$ cat config.mk
export PLATFORM = sky130hd
export DESIGN_NAME = keypad_code_lock_controller
export DESIGN_NICKNAME = d
export VERILOG_FILES = /design/src/design/kcl_pkg.sv /design/src/design/keypad_code_lock_controller.sv
export SDC_FILE = /design/constraint.sdc
export NUM_CORES = 1
export LEC_CHECK = 0
export BUFFER_PORTS_ARGS = -buffer_cell sky130_fd_sc_hd__buf_4
export CORE_MARGIN = 1.5
export CORE_UTILIZATION = 55
export DETAILED_ROUTE_END_ITERATION = 10
export PLACE_DENSITY = 0.84
export SYNTH_ARGS = -nofsm -noshare
export SYNTH_HDL_FRONTEND = slang
export SYNTH_SLANG_ARGS = --single-unit
$ cat constraint.sdc
create_clock -name aclk -period 8.3 [get_ports aclk]
set_input_delay 1.66 -clock aclk [delete_from_list [all_inputs] [get_ports aclk]]
set_output_delay 1.66 -clock aclk [all_outputs]
set_load 0.05 [all_outputs]
$ cat src/design/kcl_pkg.sv
// Shared types and codes for the keypad code lock controller.
`timescale 1ns / 1ps
`default_nettype none

package kcl_pkg;

    // Fixed field widths
    localparam int CODE_W    = 24;
    localparam int LIMIT_W   = 4;
    localparam int SECONDS_W = 8;
    localparam int WRONG_W   = 4;
    localparam int LENGTH_W  = 5;
    localparam int CFG_IDX_W = 3;
    localparam int S_DATA_W  = 16;
    localparam int M_DATA_W  = 24;

    localparam logic [WRONG_W-1:0] WRONG_MAX = 4'd15;

    // Keypad codes
    localparam logic [3:0] KEY_DIGIT_MAX = 4'd9;
    localparam logic [3:0] KEY_STAR      = 4'd10;
    localparam logic [3:0] KEY_HASH      = 4'd11;

    // Remote command bytes
    localparam logic [7:0] RB_UNLOCK = 8'h31;
    localparam logic [7:0] RB_WRONG  = 8'h30;

    // Reset values of the configuration registers
    localparam logic [CODE_W-1:0]    UNLOCK_CODE_RST     = 24'h000000;
    localparam logic [CODE_W-1:0]    TOGGLE_CODE_RST     = 24'h999999;
    localparam logic [LIMIT_W-1:0]   ATTEMPT_LIMIT_RST   = 4'd3;
    localparam logic [SECONDS_W-1:0] LOCKOUT_SECONDS_RST = 8'd30;
    localparam logic [SECONDS_W-1:0] OPEN_SECONDS_RST    = 8'd5;

    typedef enum logic [1:0] {
        KIND_KEY    = 2'd0,
        KIND_REMOTE = 2'd1,
        KIND_TICK   = 2'd2,
        KIND_UNUSED = 2'd3
    } kind_t;

    typedef enum logic [1:0] {
        MODE_IDLE    = 2'd0,
        MODE_OPEN    = 2'd1,
        MODE_LOCKOUT = 2'd2
    } mode_t;

    typedef enum logic [1:0] {
        CMD_NONE   = 2'd0,
        CMD_UNLOCK = 2'd1,
        CMD_WRONG  = 2'd2,
        CMD_OTHER  = 2'd3
    } cmd_t;

    typedef enum logic [3:0] {
        EV_NONE          = 4'd0,
        EV_CODE_UNLOCK   = 4'd1,
        EV_REMOTE_UNLOCK = 4'd2,
        EV_OVERRIDE      = 4'd3,
        EV_PRIVACY_ON    = 4'd4,
        EV_PRIVACY_OFF   = 4'd5,
        EV_WRONG         = 4'd6,
        EV_LOCKOUT       = 4'd7,
        EV_LOCKOUT_END   = 4'd8,
        EV_RELOCK        = 4'd9
    } event_t;

    typedef enum logic [CFG_IDX_W-1:0] {
        CFG_UNLOCK_CODE     = 3'd0,
        CFG_TOGGLE_CODE     = 3'd1,
        CFG_ATTEMPT_LIMIT   = 3'd2,
        CFG_LOCKOUT_SECONDS = 3'd3,
        CFG_OPEN_SECONDS    = 3'd4
    } cfg_idx_t;

endpackage

`default_nettype wire

$ cat src/design/keypad_code_lock_controller.sv
// Keypad code lock with remote commands, privacy mode and attempt lockout.
`timescale 1ns / 1ps
`default_nettype none

// Channel   Dir  Signals                                 Contents
// s_        in   s_tvalid s_tready s_tdata s_tuser       key press / remote byte / tick
// m_        out  m_tvalid m_tready m_tdata               status and event, one per input
// cfg_      in   cfg_valid cfg_ready cfg_index cfg_data  register writes, always ready
//
// One transaction per clock is sustained while m_tready stays high; each one passes
// the input register, then the full state update in one pass into the result register.
// aresetn is synchronous and active low; it clears mode, counters, flags and the
// held remote command and restores the register defaults.
// A stalled m_ side holds the result; the input register still takes one more
// transaction, then s_tready drops until the result moves.
module keypad_code_lock_controller
    import kcl_pkg::*;
#(
    parameter int ENTRY_DEPTH = 16,
    parameter int CODE_DIGITS = 6
) (
    input  wire logic                  aclk,
    input  wire logic                  aresetn,
    // input stream
    input  wire logic                  s_tvalid,
    output logic                       s_tready,
    input  wire logic [S_DATA_W-1:0]   s_tdata,   // [3:0] key_code, [11:4] remote_byte, rest 0
    input  wire logic [1:0]            s_tuser,   // [1:0] kind
    // result stream
    output logic                       m_tvalid,
    input  wire logic                  m_tready,
    output logic [M_DATA_W-1:0]        m_tdata,   // [0] door_open, [1] privacy_on,
                                                  // [2] locked_out, [7:3] entry_length,
                                                  // [15:8] seconds_left, [19:16] wrong_total,
                                                  // [23:20] event_res
    // configuration writes
    input  wire logic                  cfg_valid,
    output logic                       cfg_ready,
    input  wire logic [CFG_IDX_W-1:0]  cfg_index,
    input  wire logic [CODE_W-1:0]     cfg_data
);

    localparam int CNT_W = $clog2(ENTRY_DEPTH + 1);
    localparam int IDX_W = $clog2(ENTRY_DEPTH);

    // ------------------------------------------------------------------
    // Configuration registers: written any time, the port never stalls.
    // ------------------------------------------------------------------
    logic [CODE_W-1:0]    unlock_code_reg;
    logic [CODE_W-1:0]    toggle_code_reg;
    logic [LIMIT_W-1:0]   attempt_limit_reg;
    logic [SECONDS_W-1:0] lockout_seconds_reg;
    logic [SECONDS_W-1:0] open_seconds_reg;

    assign cfg_ready = 1'b1;

    always_ff @(posedge aclk) begin
        if (!aresetn) begin
            unlock_code_reg     <= UNLOCK_CODE_RST;
            toggle_code_reg     <= TOGGLE_CODE_RST;
            attempt_limit_reg   <= ATTEMPT_LIMIT_RST;
            lockout_seconds_reg <= LOCKOUT_SECONDS_RST;
            open_seconds_reg    <= OPEN_SECONDS_RST;
        end else if (cfg_valid && cfg_ready) begin
            unique case (cfg_idx_t'(cfg_index))
                CFG_UNLOCK_CODE:     unlock_code_reg     <= cfg_data;
                CFG_TOGGLE_CODE:     toggle_code_reg     <= cfg_data;
                CFG_ATTEMPT_LIMIT:   attempt_limit_reg   <= cfg_data[LIMIT_W-1:0];
                CFG_LOCKOUT_SECONDS: lockout_seconds_reg <= cfg_data[SECONDS_W-1:0];
                CFG_OPEN_SECONDS:    open_seconds_reg    <= cfg_data[SECONDS_W-1:0];
                default: ;  // indexes beyond the list are dropped
            endcase
        end
    end

    // ------------------------------------------------------------------
    // Input register and handshake. The item in the input register is
    // processed when the result register is empty or being drained.
    // ------------------------------------------------------------------
    logic       in_valid_reg;
    kind_t      in_kind_reg;
    logic [3:0] in_key_reg;
    logic [7:0] in_byte_reg;
    logic       advance;
    logic       m_tvalid_reg;

    assign advance  = in_valid_reg && (!m_tvalid_reg || m_tready);
    assign s_tready = !in_valid_reg || advance;

    always_ff @(posedge aclk) begin
        if (!aresetn) begin
            in_valid_reg <= 1'b0;
        end else if (s_tready) begin
            in_valid_reg <= s_tvalid;
        end
    end

    always_ff @(posedge aclk) begin
        if (s_tvalid && s_tready) begin
            in_kind_reg <= kind_t'(s_tuser);
            in_key_reg  <= s_tdata[3:0];
            in_byte_reg <= s_tdata[11:4];
        end
    end

    // ------------------------------------------------------------------
    // Lock state
    // ------------------------------------------------------------------
    mode_t                mode_reg,       mode_next;
    cmd_t                 pending_reg,    pending_next;
    logic [CNT_W-1:0]     entry_count_reg, entry_count_next;
    logic [WRONG_W-1:0]   wrong_count_reg, wrong_count_next;
    logic                 privacy_reg,    privacy_next;
    logic [SECONDS_W-1:0] timer_reg,      timer_next;
    event_t               ev_next;

    // Entered digits; only positions below the count are ever compared.
    logic [3:0]           digit_store_reg [ENTRY_DEPTH];
    logic                 digit_we;

    // Compare the leading digits with both codes, first digit in the top nibble.
    logic [CODE_DIGITS-1:0] unlock_nib_eq;
    logic [CODE_DIGITS-1:0] toggle_nib_eq;
    logic                   long_enough;
    logic                   unlock_hit;
    logic                   toggle_hit;

    for (genvar i = 0; i < CODE_DIGITS; i++) begin : g_cmp
        localparam int SH = 4 * (CODE_DIGITS - 1 - i);
        if (i < ENTRY_DEPTH && SH < CODE_W) begin : g_live
            assign unlock_nib_eq[i] = (unlock_code_reg[SH +: 4] == digit_store_reg[i]);
            assign toggle_nib_eq[i] = (toggle_code_reg[SH +: 4] == digit_store_reg[i]);
        end else if (i < ENTRY_DEPTH) begin : g_zero
            // code nibbles beyond the register read as zero
            assign unlock_nib_eq[i] = (digit_store_reg[i] == 4'd0);
            assign toggle_nib_eq[i] = (digit_store_reg[i] == 4'd0);
        end else begin : g_none
            assign unlock_nib_eq[i] = 1'b0;
            assign toggle_nib_eq[i] = 1'b0;
        end
    end

    assign long_enough = (32'(entry_count_reg) >= CODE_DIGITS);
    assign unlock_hit  = long_enough && (&unlock_nib_eq);
    assign toggle_hit  = long_enough && (&toggle_nib_eq);

    // Wrong-attempt arithmetic: saturating count, then compare to the limit.
    logic [WRONG_W-1:0] wrong_inc;
    assign wrong_inc = (wrong_count_reg < WRONG_MAX) ? wrong_count_reg + WRONG_W'(1)
                                                      : wrong_count_reg;

    always_comb begin
        logic   do_open;
        logic   do_wrong;
        event_t open_ev;
        cmd_t   cmd;
        cmd_t   run_cmd;
        logic   run;

        mode_next        = mode_reg;
        pending_next     = pending_reg;
        entry_count_next = entry_count_reg;
        wrong_count_next = wrong_count_reg;
        privacy_next     = privacy_reg;
        timer_next       = timer_reg;
        ev_next          = EV_NONE;
        digit_we         = 1'b0;
        do_open          = 1'b0;
        do_wrong         = 1'b0;
        open_ev          = EV_NONE;
        cmd              = CMD_OTHER;
        run_cmd          = CMD_NONE;
        run              = 1'b0;

        unique case (in_kind_reg)
            KIND_KEY: begin
                if (mode_reg == MODE_IDLE) begin
                    if (in_key_reg <= KEY_DIGIT_MAX) begin
                        if (entry_count_reg < CNT_W'(ENTRY_DEPTH)) begin
                            digit_we         = 1'b1;
                            entry_count_next = entry_count_reg + CNT_W'(1);
                        end
                    end else if (in_key_reg == KEY_STAR) begin
                        if (entry_count_reg != '0) begin
                            entry_count_next = entry_count_reg - CNT_W'(1);
                        end
                    end else if (in_key_reg == KEY_HASH) begin
                        if (unlock_hit) begin
                            do_open = 1'b1;
                            open_ev = EV_CODE_UNLOCK;
                        end else if (toggle_hit) begin
                            entry_count_next = '0;
                            privacy_next     = !privacy_reg;
                            ev_next          = privacy_reg ? EV_PRIVACY_OFF : EV_PRIVACY_ON;
                        end else begin
                            do_wrong = 1'b1;
                        end
                    end
                end
            end
            KIND_REMOTE: begin
                if (in_byte_reg == RB_UNLOCK) begin
                    cmd = CMD_UNLOCK;
                end else if (in_byte_reg == RB_WRONG) begin
                    cmd = CMD_WRONG;
                end
                if (cmd == CMD_UNLOCK && privacy_reg) begin
                    // privacy drops a remote unlock without touching the held command
                end else if (mode_reg == MODE_LOCKOUT && cmd == CMD_UNLOCK) begin
                    pending_next = CMD_NONE;
                    do_open      = 1'b1;
                    open_ev      = EV_OVERRIDE;
                end else if (mode_reg != MODE_IDLE) begin
                    pending_next = cmd;  // last byte wins
                end else begin
                    pending_next = CMD_NONE;
                    run          = 1'b1;
                    run_cmd      = cmd;
                end
            end
            KIND_TICK: begin
                if (mode_reg == MODE_IDLE) begin
                    pending_next = CMD_NONE;
                    run          = 1'b1;
                    run_cmd      = pending_reg;
                end else if (timer_reg > SECONDS_W'(1)) begin
                    timer_next = timer_reg - SECONDS_W'(1);
                end else begin
                    timer_next       = '0;
                    entry_count_next = '0;
                    mode_next        = MODE_IDLE;
                    if (mode_reg == MODE_LOCKOUT) begin
                        wrong_count_next = '0;
                        ev_next          = EV_LOCKOUT_END;
                    end else begin
                        ev_next = EV_RELOCK;
                    end
                end
            end
            default: ;  // unused kind: no change
        endcase

        if (run) begin
            if (run_cmd == CMD_UNLOCK) begin
                do_open = 1'b1;
                open_ev = EV_REMOTE_UNLOCK;
            end else if (run_cmd == CMD_WRONG) begin
                do_wrong = 1'b1;
            end
        end

        if (do_open) begin
            wrong_count_next = '0;
            mode_next        = MODE_OPEN;
            timer_next       = open_seconds_reg;
            entry_count_next = '0;
            ev_next          = open_ev;
        end

        if (do_wrong) begin
            entry_count_next = '0;
            wrong_count_next = wrong_inc;
            if (wrong_inc >= attempt_limit_reg) begin
                mode_next  = MODE_LOCKOUT;
                timer_next = lockout_seconds_reg;
                ev_next    = EV_LOCKOUT;
            end else begin
                ev_next = EV_WRONG;
            end
        end
    end

    always_ff @(posedge aclk) begin
        if (!aresetn) begin
            mode_reg        <= MODE_IDLE;
            pending_reg     <= CMD_NONE;
            entry_count_reg <= '0;
            wrong_count_reg <= '0;
            privacy_reg     <= 1'b0;
            timer_reg       <= '0;
        end else if (advance) begin
            mode_reg        <= mode_next;
            pending_reg     <= pending_next;
            entry_count_reg <= entry_count_next;
            wrong_count_reg <= wrong_count_next;
            privacy_reg     <= privacy_next;
            timer_reg       <= timer_next;
        end
    end

    always_ff @(posedge aclk) begin
        if (advance && digit_we) begin
            digit_store_reg[entry_count_reg[IDX_W-1:0]] <= in_key_reg;
        end
    end

    // ------------------------------------------------------------------
    // Result register: load on advance, drop valid once taken.
    // ------------------------------------------------------------------
    logic [M_DATA_W-1:0]  m_tdata_reg;
    logic [SECONDS_W-1:0] seconds_left;

    assign seconds_left = (mode_next == MODE_IDLE) ? '0 : timer_next;

    always_ff @(posedge aclk) begin
        if (!aresetn) begin
            m_tvalid_reg <= 1'b0;
        end else if (advance) begin
            m_tvalid_reg <= 1'b1;
        end else if (m_tready) begin
            m_tvalid_reg <= 1'b0;
        end
    end

    always_ff @(posedge aclk) begin
        if (advance) begin
            m_tdata_reg <= {ev_next,
                            wrong_count_next,
                            seconds_left,
                            LENGTH_W'(entry_count_next),
                            (mode_next == MODE_LOCKOUT),
                            privacy_next,
                            (mode_next == MODE_OPEN)};
        end
    end

    assign m_tvalid = m_tvalid_reg;
    assign m_tdata  = m_tdata_reg;

`ifndef ASSERT_OFF
    // The entry count never runs past the digit store.
    a_count_bound: assert property (@(posedge aclk) disable iff (!aresetn)
        32'(entry_count_reg) <= ENTRY_DEPTH)
        else $error("entry count beyond digit store");

    // Every busy period starts from a cleared entry and keys are ignored while busy.
    a_busy_no_digits: assert property (@(posedge aclk) disable iff (!aresetn)
        mode_reg != MODE_IDLE |-> entry_count_reg == '0)
        else $error("digits held while busy");

    // Idle is only reached with the period timer run down.
    a_idle_timer: assert property (@(posedge aclk) disable iff (!aresetn)
        mode_reg == MODE_IDLE |-> timer_reg == '0)
        else $error("period timer left running in idle");

    // Entering lockout from idle always reports the lockout event.
    a_lockout_event: assert property (@(posedge aclk) disable iff (!aresetn)
        advance && mode_reg == MODE_IDLE && mode_next == MODE_LOCKOUT
            |=> m_tdata_reg[23:20] == EV_LOCKOUT)
        else $error("lockout entered without lockout event");
`endif

endmodule

`default_nettype wire

; ---- Word-level counts from Yosys, hierarchy flattened
; Memories as Yosys holds them, arrays and structs flattened.
; Index checks and enable logic that the tools add are counted.
[totals]
register_bits = 130
mem_bits_rw = 64
output_inout_bits = 27
elab_cells = 196
mem_count = 1
[memory_table]
columns = name, depth, word_bits, rd, rd_clocked_by_memory_dff, write_ports, line
row1 = digit_store_reg, 16, 4, 6, 0, 1, keypad_code_lock_controller.sv:118  ; logic [3:0] digit_store_reg [ENTRY_DEPTH];
[op_classes]
add_sub_neg = 4
magnitude_cmp = 6
eq_ne = 30
mux = 109
reduce_logical = 28
[ops]
columns = cell, n
row1 = 2-to-1 mux 5 bit, 12
row2 = 2-to-1 mux 4 bit, 13
row3 = == test 4 bit, 12
row4 = 2-to-1 mux 8 bit, 6
row5 = 2-to-1 mux 1 bit, 47
row6 = 2-to-1 mux 2 bit, 18
row7 = 2-to-1 mux 3 bit, 6
row8 = "== test 8 x 6 -> 1 bit, second input constant", 2
row9 = case mux 2 bit (2 select lines), 3
row10 = AND reduction 6 bit, 2
row11 = case mux 5 bit (2 select lines), 1
row12 = AND reduction 2 bit, 5
row13 = "== test 2 x 1 -> 1 bit, second input constant", 4
row14 = "== test 2 bit, second input constant", 4
row15 = "== test 4 bit, second input constant", 2
row16 = "> comparator 8 x 1 -> 1 bit, second input constant", 1
row17 = case mux 4 bit (2 select lines), 1
row18 = "subtractor 8 x 1 -> 8 bit, second input constant", 1
row19 = logical AND 1 bit, 7
row20 = "== test 3 x 2 -> 1 bit, second input constant", 2
row21 = logical NOT 2 bit, 3
row22 = nonzero test 2 bit, 3
row23 = "adder 5 x 1 -> 5 bit, second input constant", 1
row24 = ">= comparator 5 x 3 -> 1 bit, second input constant", 1
row25 = other kinds (15), 20

; ---- Depth between registers and ports, before layout
; Gate-level depths: netlist (run 1).
[depth]
depth_word = 16
ltp_mapped = 11

; ---- Least setup slack after synthesis (run 1)
; No wires, ideal clock.
[synth_timing]
kind = input to output
start = in m_tready
end = out s_tready
t_arrival_ps = 2164
required_ps = 6640
slack_ps = 4476
cell_stages = 2
n_path_buf = 0
path_cell_list = nor2b_1 nand2_1
[synth_between]
elab_chain_len = 3
[synth_rtl]
columns = element, line
row1 = start: declaration, keypad_code_lock_controller.sv:31  ; input wire logic m_tready,
row2 = logical OR 1 bit, keypad_code_lock_controller.sv:87  ; assign advance = in_valid_reg && (!m_tvalid_reg || m_tready);
row3 = logical AND 1 bit, keypad_code_lock_controller.sv:87
row4 = logical OR 1 bit, keypad_code_lock_controller.sv:88  ; assign s_tready = !in_valid_reg || advance;
row5 = end: declaration, keypad_code_lock_controller.sv:26  ; output logic s_tready,
; No other way between the ends.

; ---- Worst setup path after layout (run 1)
; Ends and elaborated chain as after synthesis.

==> results of run 1 <==
## cells in the final DEF, fill, tap and decap left out, drive strengths merged, types with 8 or more instances in the layout
master   instances
dfxtp           92
o2bb2ai          8
a21oi           72
buf             76
xor2            25
xnor2           30
nor2            34
nand3           50
nand2          177
clkbuf          19
nor3            14
ha              15
o21ai           21
and3            12
nor4            14
inv             23
a31oi           12
o31ai           10
edfxtp          62
nand4           13
## logic make-up (layout without fill, tap and decap cells)
logic type      after synthesis  after routing  synth area share, %
fa+ha+maj                    15             15                 2.49
compound gates              176            176                 15.3
simple gates                351            351                 22.4
other cells                   1              1               0.0497
xor+xnor                     55             55                 6.38
flops                       154            154                 49.0
mux                           6              6                0.845
buf+inv                      61            125                 3.41
## metal layers
layer	share of wire [%]	up-vias	routed length, um
met5	0	-	0
met4	2.4	0	461
met3	7.4	41	1410
met2	49	284	9190
met1	42	3018	7850
li1	-	3055	-
## worst reg2reg max path: cells and delay by family (launching register included)
family | cells | cell delay (ps)
flip-flops | 1 | 480
AO/OA/AOI/OAI | 4 | 1530
AND/OR/NAND/NOR | 2 | 680
adder cells (fa/ha/maj) | 2 | 550
multiplexers | 1 | 370
## power by group
group          leakage [nW]  internal, mW  switching [mW]
logic                  1.65        0.0541           0.101
clock network         0.279         0.406           0.331
registers              1.33         0.809          0.0178
total                  3.25          1.27           0.449
## path summary, 6_finish.rpt
check	startpoint	to	slack, ps
min reg2reg	open_seconds_reg[4]	open_seconds_reg[4]	460
min	open_seconds_reg[4]	open_seconds_reg[4]	460
max	m_tready	s_tready	4380
max reg2reg	wrong_count_reg[0]	m_tdata[15]	4500
## layout make-up
class                   count  area (um2)  area share, %
clock buffers              19         453           5.20
clock inverters            13         111           1.28
inverters                  17        63.8          0.732
multi-input cells         604        3590           41.2
flip-flops and latches    154        3700           42.5
well taps                 176         220           2.53
repair buffers             76         571           6.55
## through the flow
| stage | utilization (%) | area [um2] | hold WS [ps] | std cells |
|---|---|---|---|---|
| after floorplan | - | 7550 | 432 | 819 |
| after global placement | 61.3 | 8150 | 448 | 1027 |
| after detailed placement | 61.3 | 8150 | 452 | 1027 |
| after CTS | 65.5 | 8710 | 460 | 1059 |
| after global routing | 65.5 | 8710 | 492 | 1059 |
| final | 65.5 | 8710 | 461 | 1059 |
==> out/results.tsv, run 1 <==
stage	metric	value	unit
setup_path	Critical Path RT	6640	ps
timing	Hold Vio Cnt, Final	0	
worst_hold_path	WHS Path Cells	2	
detailed_routing	final WL	18900	um
cts	htree depth	4	
global_route	GRT met3 Usage	5.99	%
floorplan	Die Y	120	um
setup_path	kind of critical path	in2out	
setup_path	Critical Path Stages	4	
detailed_routing	DRC	0	
floorplan	floorplan row count	42	
cts	post-CTS resize count	0	
detailed_routing	Post-DRT Antenna Nets	0	
setup_path	CP cell instances	buf_4 > nor2b_1 > nand2_1 > buf_4	
yosys	number of synthesized flops with an enable pin	62	
timing	crit path time final	3920	ps
timing	setup violators final	0	
global_route	M1 GR Usage	35.0	%
timing	fin. max-slew vios	0	
yosys	library cells used by synthesis	75	
cts	Clock Tree Buf Depth	2	
finish	Syn-to-layout area delta	15.4	%
finish	fill count	1077	
detailed_routing	drt pass-1 iters	6	
timing	Slew headroom	32.5	%
setup_path	critical path capture point type	output port	
setup_path	Largest stage delay, worst path	190	ps
timing	fin crit share	47.2	%
global_route	antenna violations before repair	0	
run	max-cap viol count	0	
finish	share of layout cells above drive strength 1	14.6	%
timing	worst slew pin tran	1000	ps
detailed_routing	Initial DRC Count	718	
global_route	GR Util met2	44.0	%
power_and_ir_drop	Max IR drop VDD	0.127	mV
cts	Clock Tree Root	clkbuf_16	
timing	Clock Skews	7.20	ps
timing	fmax	255	MHz
power_and_ir_drop	Leakage Power	3.25	nW
setup_path	CP max FO	4	
floorplan	Initial Utilization	56.8	%
timing	Setup WS post-layout	4380	ps
placed_design	placed wire-length estimate	12900	um
setup_path	delay-heaviest family, CP	buffers and inverters	
global_route	vias in the first global route	5907	
timing	TNS Setup	0	ps
yosys	fraction of registers with async set/reset	0	%
detailed_routing	via density per instance	6.04	
placed_design	DP Worst Slack	4380	ps
yosys	synthesized net count	884	
global_route	first-pass GRT wire length	30300	um
setup_path	Most common cell on crit path	buf_4	
yosys	Synth area leader	edfxtp_1	
global_route	largest net degree at the start of global routing	57	
yosys	register bit total from synthesis	154	
global_route	Tot GR Track Use	27.1	%
global_route	grt total ovfl	0	
cts	clk slew on worst S/H paths	60	ps
cts	setup bufs post-CTS	0	
global_route	busiest grt layer	met2	
yosys	Mapped Area	7550	um2
placed_design	Final GP Congestion	0.944	
yosys	top cell type's share of synthesized area	24.7	%
finish	ant diodes	0	
floorplan	Die ar.	14400	um2
yosys	sequential area share after synthesis	49.0	%
cts	CTS Hold Bufs	0	
worst_hold_path	Hold Path Class	reg2reg	
setup_path	CP Launch Type	primary input	
floorplan	Core Footprint	13300	um2
run_status	status	complete, no violations	
cts	total CTS buffers	17	
detailed_routing	vias	6398	
yosys	synth cell count leaders	nand2_1 (177), dfxtp_1 (92), a21oi_1 (72), edfxtp_1 (62), nand3_1 (49)	
cts	Clk Latency, worst-skew pair	430	ps
setup_path	Slowest cell on crit path	nor2b_1	
cts	clk sinks	154	
placed_design	port buffer count	71	
power_and_ir_drop	Power Density	197	nW/um2
floorplan	die width	120	um
yosys	Syn Area/Cell	9.22	um2
setup_path	Buf+Inv Stages, Crit Path	2	
yosys	top cells by area, synth	edfxtp_1 (25%), dfxtp_1 (24%), nand2_1 (8.8%)	
power_and_ir_drop	Power, Total	1.72	mW
detailed_routing	Routed WL per cell	17.9	um
yosys	Synth Instances	819	
timing	RSZ-0062 raised after global routing	no	
yosys	most common cell in the netlist	nand2_1	
yosys	top_reg_cell synth	dfxtp_1	
yosys	Yosys warnings	0	
setup_path	Worst R2R Path Depth	9	
finish	nets@finish	935	
cts	CTS tree	built	
floorplan	I/O pin cnt	77	
setup_path	critical path data arrival time	2260	ps
(Power assumes the default switching activity.)
==> run 2, diff against run 1 <==
==> constraint.sdc (replaced) <==
create_clock -name aclk -period 3.8 [get_ports aclk]
set_input_delay 0.76 -clock aclk [delete_from_list [all_inputs] [get_ports aclk]]
set_output_delay 0.76 -clock aclk [all_outputs]
set_load 0.05 [all_outputs]
==> run 2 against run 1 <==
- global-route usage increased by 0.34 points
- critical endpoint is now m_tdata[15]
- cell area grew 0.59%
- combinational power grew 120%
- worst setup slack worse by 3900 ps
- clock skew rose by 2.3 ps
- total power grew 120%
- wire length is 0.40% lower
==> out/results.tsv, run 2 (same netlist as run 1, synthesis figures left out) <==
stage	metric	value	unit	change
floorplan	die width	120	um	unchanged
detailed_routing	Routed WL per cell	17.7	um	was 17.9 um
placed_design	placed wire-length estimate	12900	um	about the same
cts	post-CTS resize count	0		unchanged
finish	nets@finish	939		was 935
timing	setup violators final	0		unchanged
timing	fmax	300	MHz	
setup_path	critical path data arrival time	3480	ps	was 2260 ps
global_route	largest net degree at the start of global routing	57		unchanged
setup_path	reg2reg end	m_tdata[15]		unchanged
placed_design	Final GP Congestion	0.889		was 0.944
finish	commonest non-fill, non-tap cell in the layout	nand2_1		unchanged
setup_path	Worst R2R Path Depth	8		was 9
floorplan	floorplan row count	42		unchanged
detailed_routing	final WL	18800	um	was 18,900 um
cts	htree depth	4		unchanged
global_route	grt total ovfl	0		unchanged
detailed_routing	via density per instance	6.00		was 6.04
cts	setup bufs post-CTS	0		unchanged
cts	total CTS buffers	17		unchanged
timing	fin crit share	87.6	%	
floorplan	I/O pin cnt	77		unchanged
setup_path	Critical Path RT	3940	ps	was 6640 ps
finish	most frequent cells in the layout	nand2_1 (177), dfxtp_1 (92), buf_4 (80), a21oi_1 (72), edfxtp_1 (62)		was nand2_1 (177), dfxtp_1 (92), buf_4 (76), a21oi_1 (72), edfxtp_1 (62)
cts	clk sinks	154		unchanged
power_and_ir_drop	Leakage Power	3.28	nW	was 3.25 nW
timing	Fin Hold WS	463	ps	was 461 ps
cts	CTS tree	built		unchanged
floorplan	Initial Utilization	56.8	%	unchanged
run	max-cap viol count	0		unchanged
detailed_routing	drt pass-1 iters	6		unchanged
cts	clk slew on worst S/H paths	60	ps	about the same
global_route	Tot GR Track Use	27.4	%	was 27.1%
finish	share of layout cells above drive strength 1	14.7	%	was 14.6%
setup_path	Worst Setup EP	m_tdata[15]		was s_tready
detailed_routing	DRC	0		unchanged
floorplan	Core Footprint	13300	um2	unchanged
setup_path	CP Launch Type	flop		was primary input
placed_design	DP Worst Slack	537	ps	was 4380 ps
floorplan	Die Y	120	um	unchanged
finish	Syn-to-layout area delta	16.1	%	was 15.4%
setup_path	CP max FO	16		was 4
setup_path	flop2flop setup slack	470	ps	was 4500 ps
run_status	status	complete, no violations		unchanged
setup_path	critical path capture point type	flop		was output port
global_route	first-pass GRT wire length	30800	um	was 30,300 um
setup_path	kind of critical path	reg2reg		was in2out
global_route	vias in the first global route	6114		was 5,907
cts	Clock Tree Root	clkbuf_16		unchanged
timing	Setup WS post-layout	469	ps	was 4380 ps
setup_path	CP Launch Point	in_kind_reg[0]		was m_tready
power_and_ir_drop	Max IR drop VDD	0.269	mV	was 0.127 mV
timing	fin. max-slew vios	0		unchanged
timing	crit path time final	3330	ps	
timing	TNS Setup	0	ps	unchanged
timing	Slew headroom	36.6	%	was 32.5%
timing	Clock Skews	9.50	ps	was 7.20 ps
floorplan	Die ar.	14400	um2	unchanged
cts	Clk Latency, worst-skew pair	430	ps	about the same
placed_design	port buffer count	71		unchanged
finish	area of the multi-input gates	3590	um2	unchanged
cts	Clock Tree Buf Depth	2		unchanged
timing	worst slew pin tran	950	ps	was 1000 ps
setup_path	RR Startpoint	in_kind_reg[0]		was wrong_count_reg[0]
cts	CTS Hold Bufs	0		unchanged
power_and_ir_drop	Power Density	434	nW/um2	was 197 nW/um2
detailed_routing	vias	6378		was 6,398
finish	fill count	1044		was 1,077
finish	ant diodes	0		unchanged
finish	Reg area	3700	um2	unchanged
global_route	antenna violations before repair	0		unchanged
timing	Hold Vio Cnt, Final	0		unchanged
timing	RSZ-0062 raised after global routing	no		unchanged
worst_hold_path	Hold Path Class	reg2reg		unchanged
detailed_routing	Initial DRC Count	627		was 718
detailed_routing	Post-DRT Antenna Nets	0		unchanged
run 2: cell types whose count changed in the layout (fill, tap and decap cells not counted):
cell       previous run  this run
inv_6                 3         5
clkbuf_1              0         3
clkbuf_8              2         0
clkinv_4              5         2
inv_8                 2         0
clkbuf_16            17        20
inv_4                 1         0
buf_4                76        80
run 2: final cells by class:
cell class                 count  share of cell area [%]
clock buffer                  23                    5.84
clock inverter                 9                   0.842
inverter                      17                   0.728
multi-input combinational    604                    41.0
sequential                   154                    42.3
tap                          176                    2.51
timing repair buffer          80                    6.85
run 2: how the worst min path moves through the flow:
stage,startpoint,end,slack (ps),depth (start not counted)
detailed placement,pending_reg[1],pending_reg[1],450,2
floorplan,pending_reg[1],pending_reg[1],430,2
CTS,lockout_seconds_reg[6],lockout_seconds_reg[6],460,2
finish,pending_reg[1],pending_reg[1],460,2
global route,s_tdata[0],in_key_reg[0],480,1
global placement,pending_reg[1],pending_reg[1],450,2
run 2: stage by stage:
step                cell area [um2]  utilization (%)  cells  power [mW]
global placement               8180             61.5   1031        2.17
floorplan                      7550                -    819        2.05
finish                         8760             65.9   1063        3.80
detailed placement             8180             61.5   1031        2.18
global route                   8760             65.9   1063        3.93
CTS                            8760             65.9   1063        3.81
run 2: routing by layer:
| metal | part of all wire [%] | GRT usage [%] |
|---|---|---|
| met1 | 42 | 35.7 |
| met2 | 48 | 44.4 |
| met3 | 7.6 | 5.90 |
| met4 | 2.0 | 11.2 |
| met5 | 0 | 0 |
run 2: report_power, final:
part           total [mW]  internal, mW  switching [mW]
Combinational       0.343         0.121           0.222
Sequential           1.81          1.77          0.0382
Clock                1.65         0.964           0.688
Total                3.80          2.85           0.948
run 2: critical path: stages (launching register included):
cell and delay [ps]:
edfxtp_1 390, inv_1 100, ha_1 490, inv_1 180, a31oi_1 290, or3b_1 430
o31a_2 220, nor2_1 760, o31ai_1 190
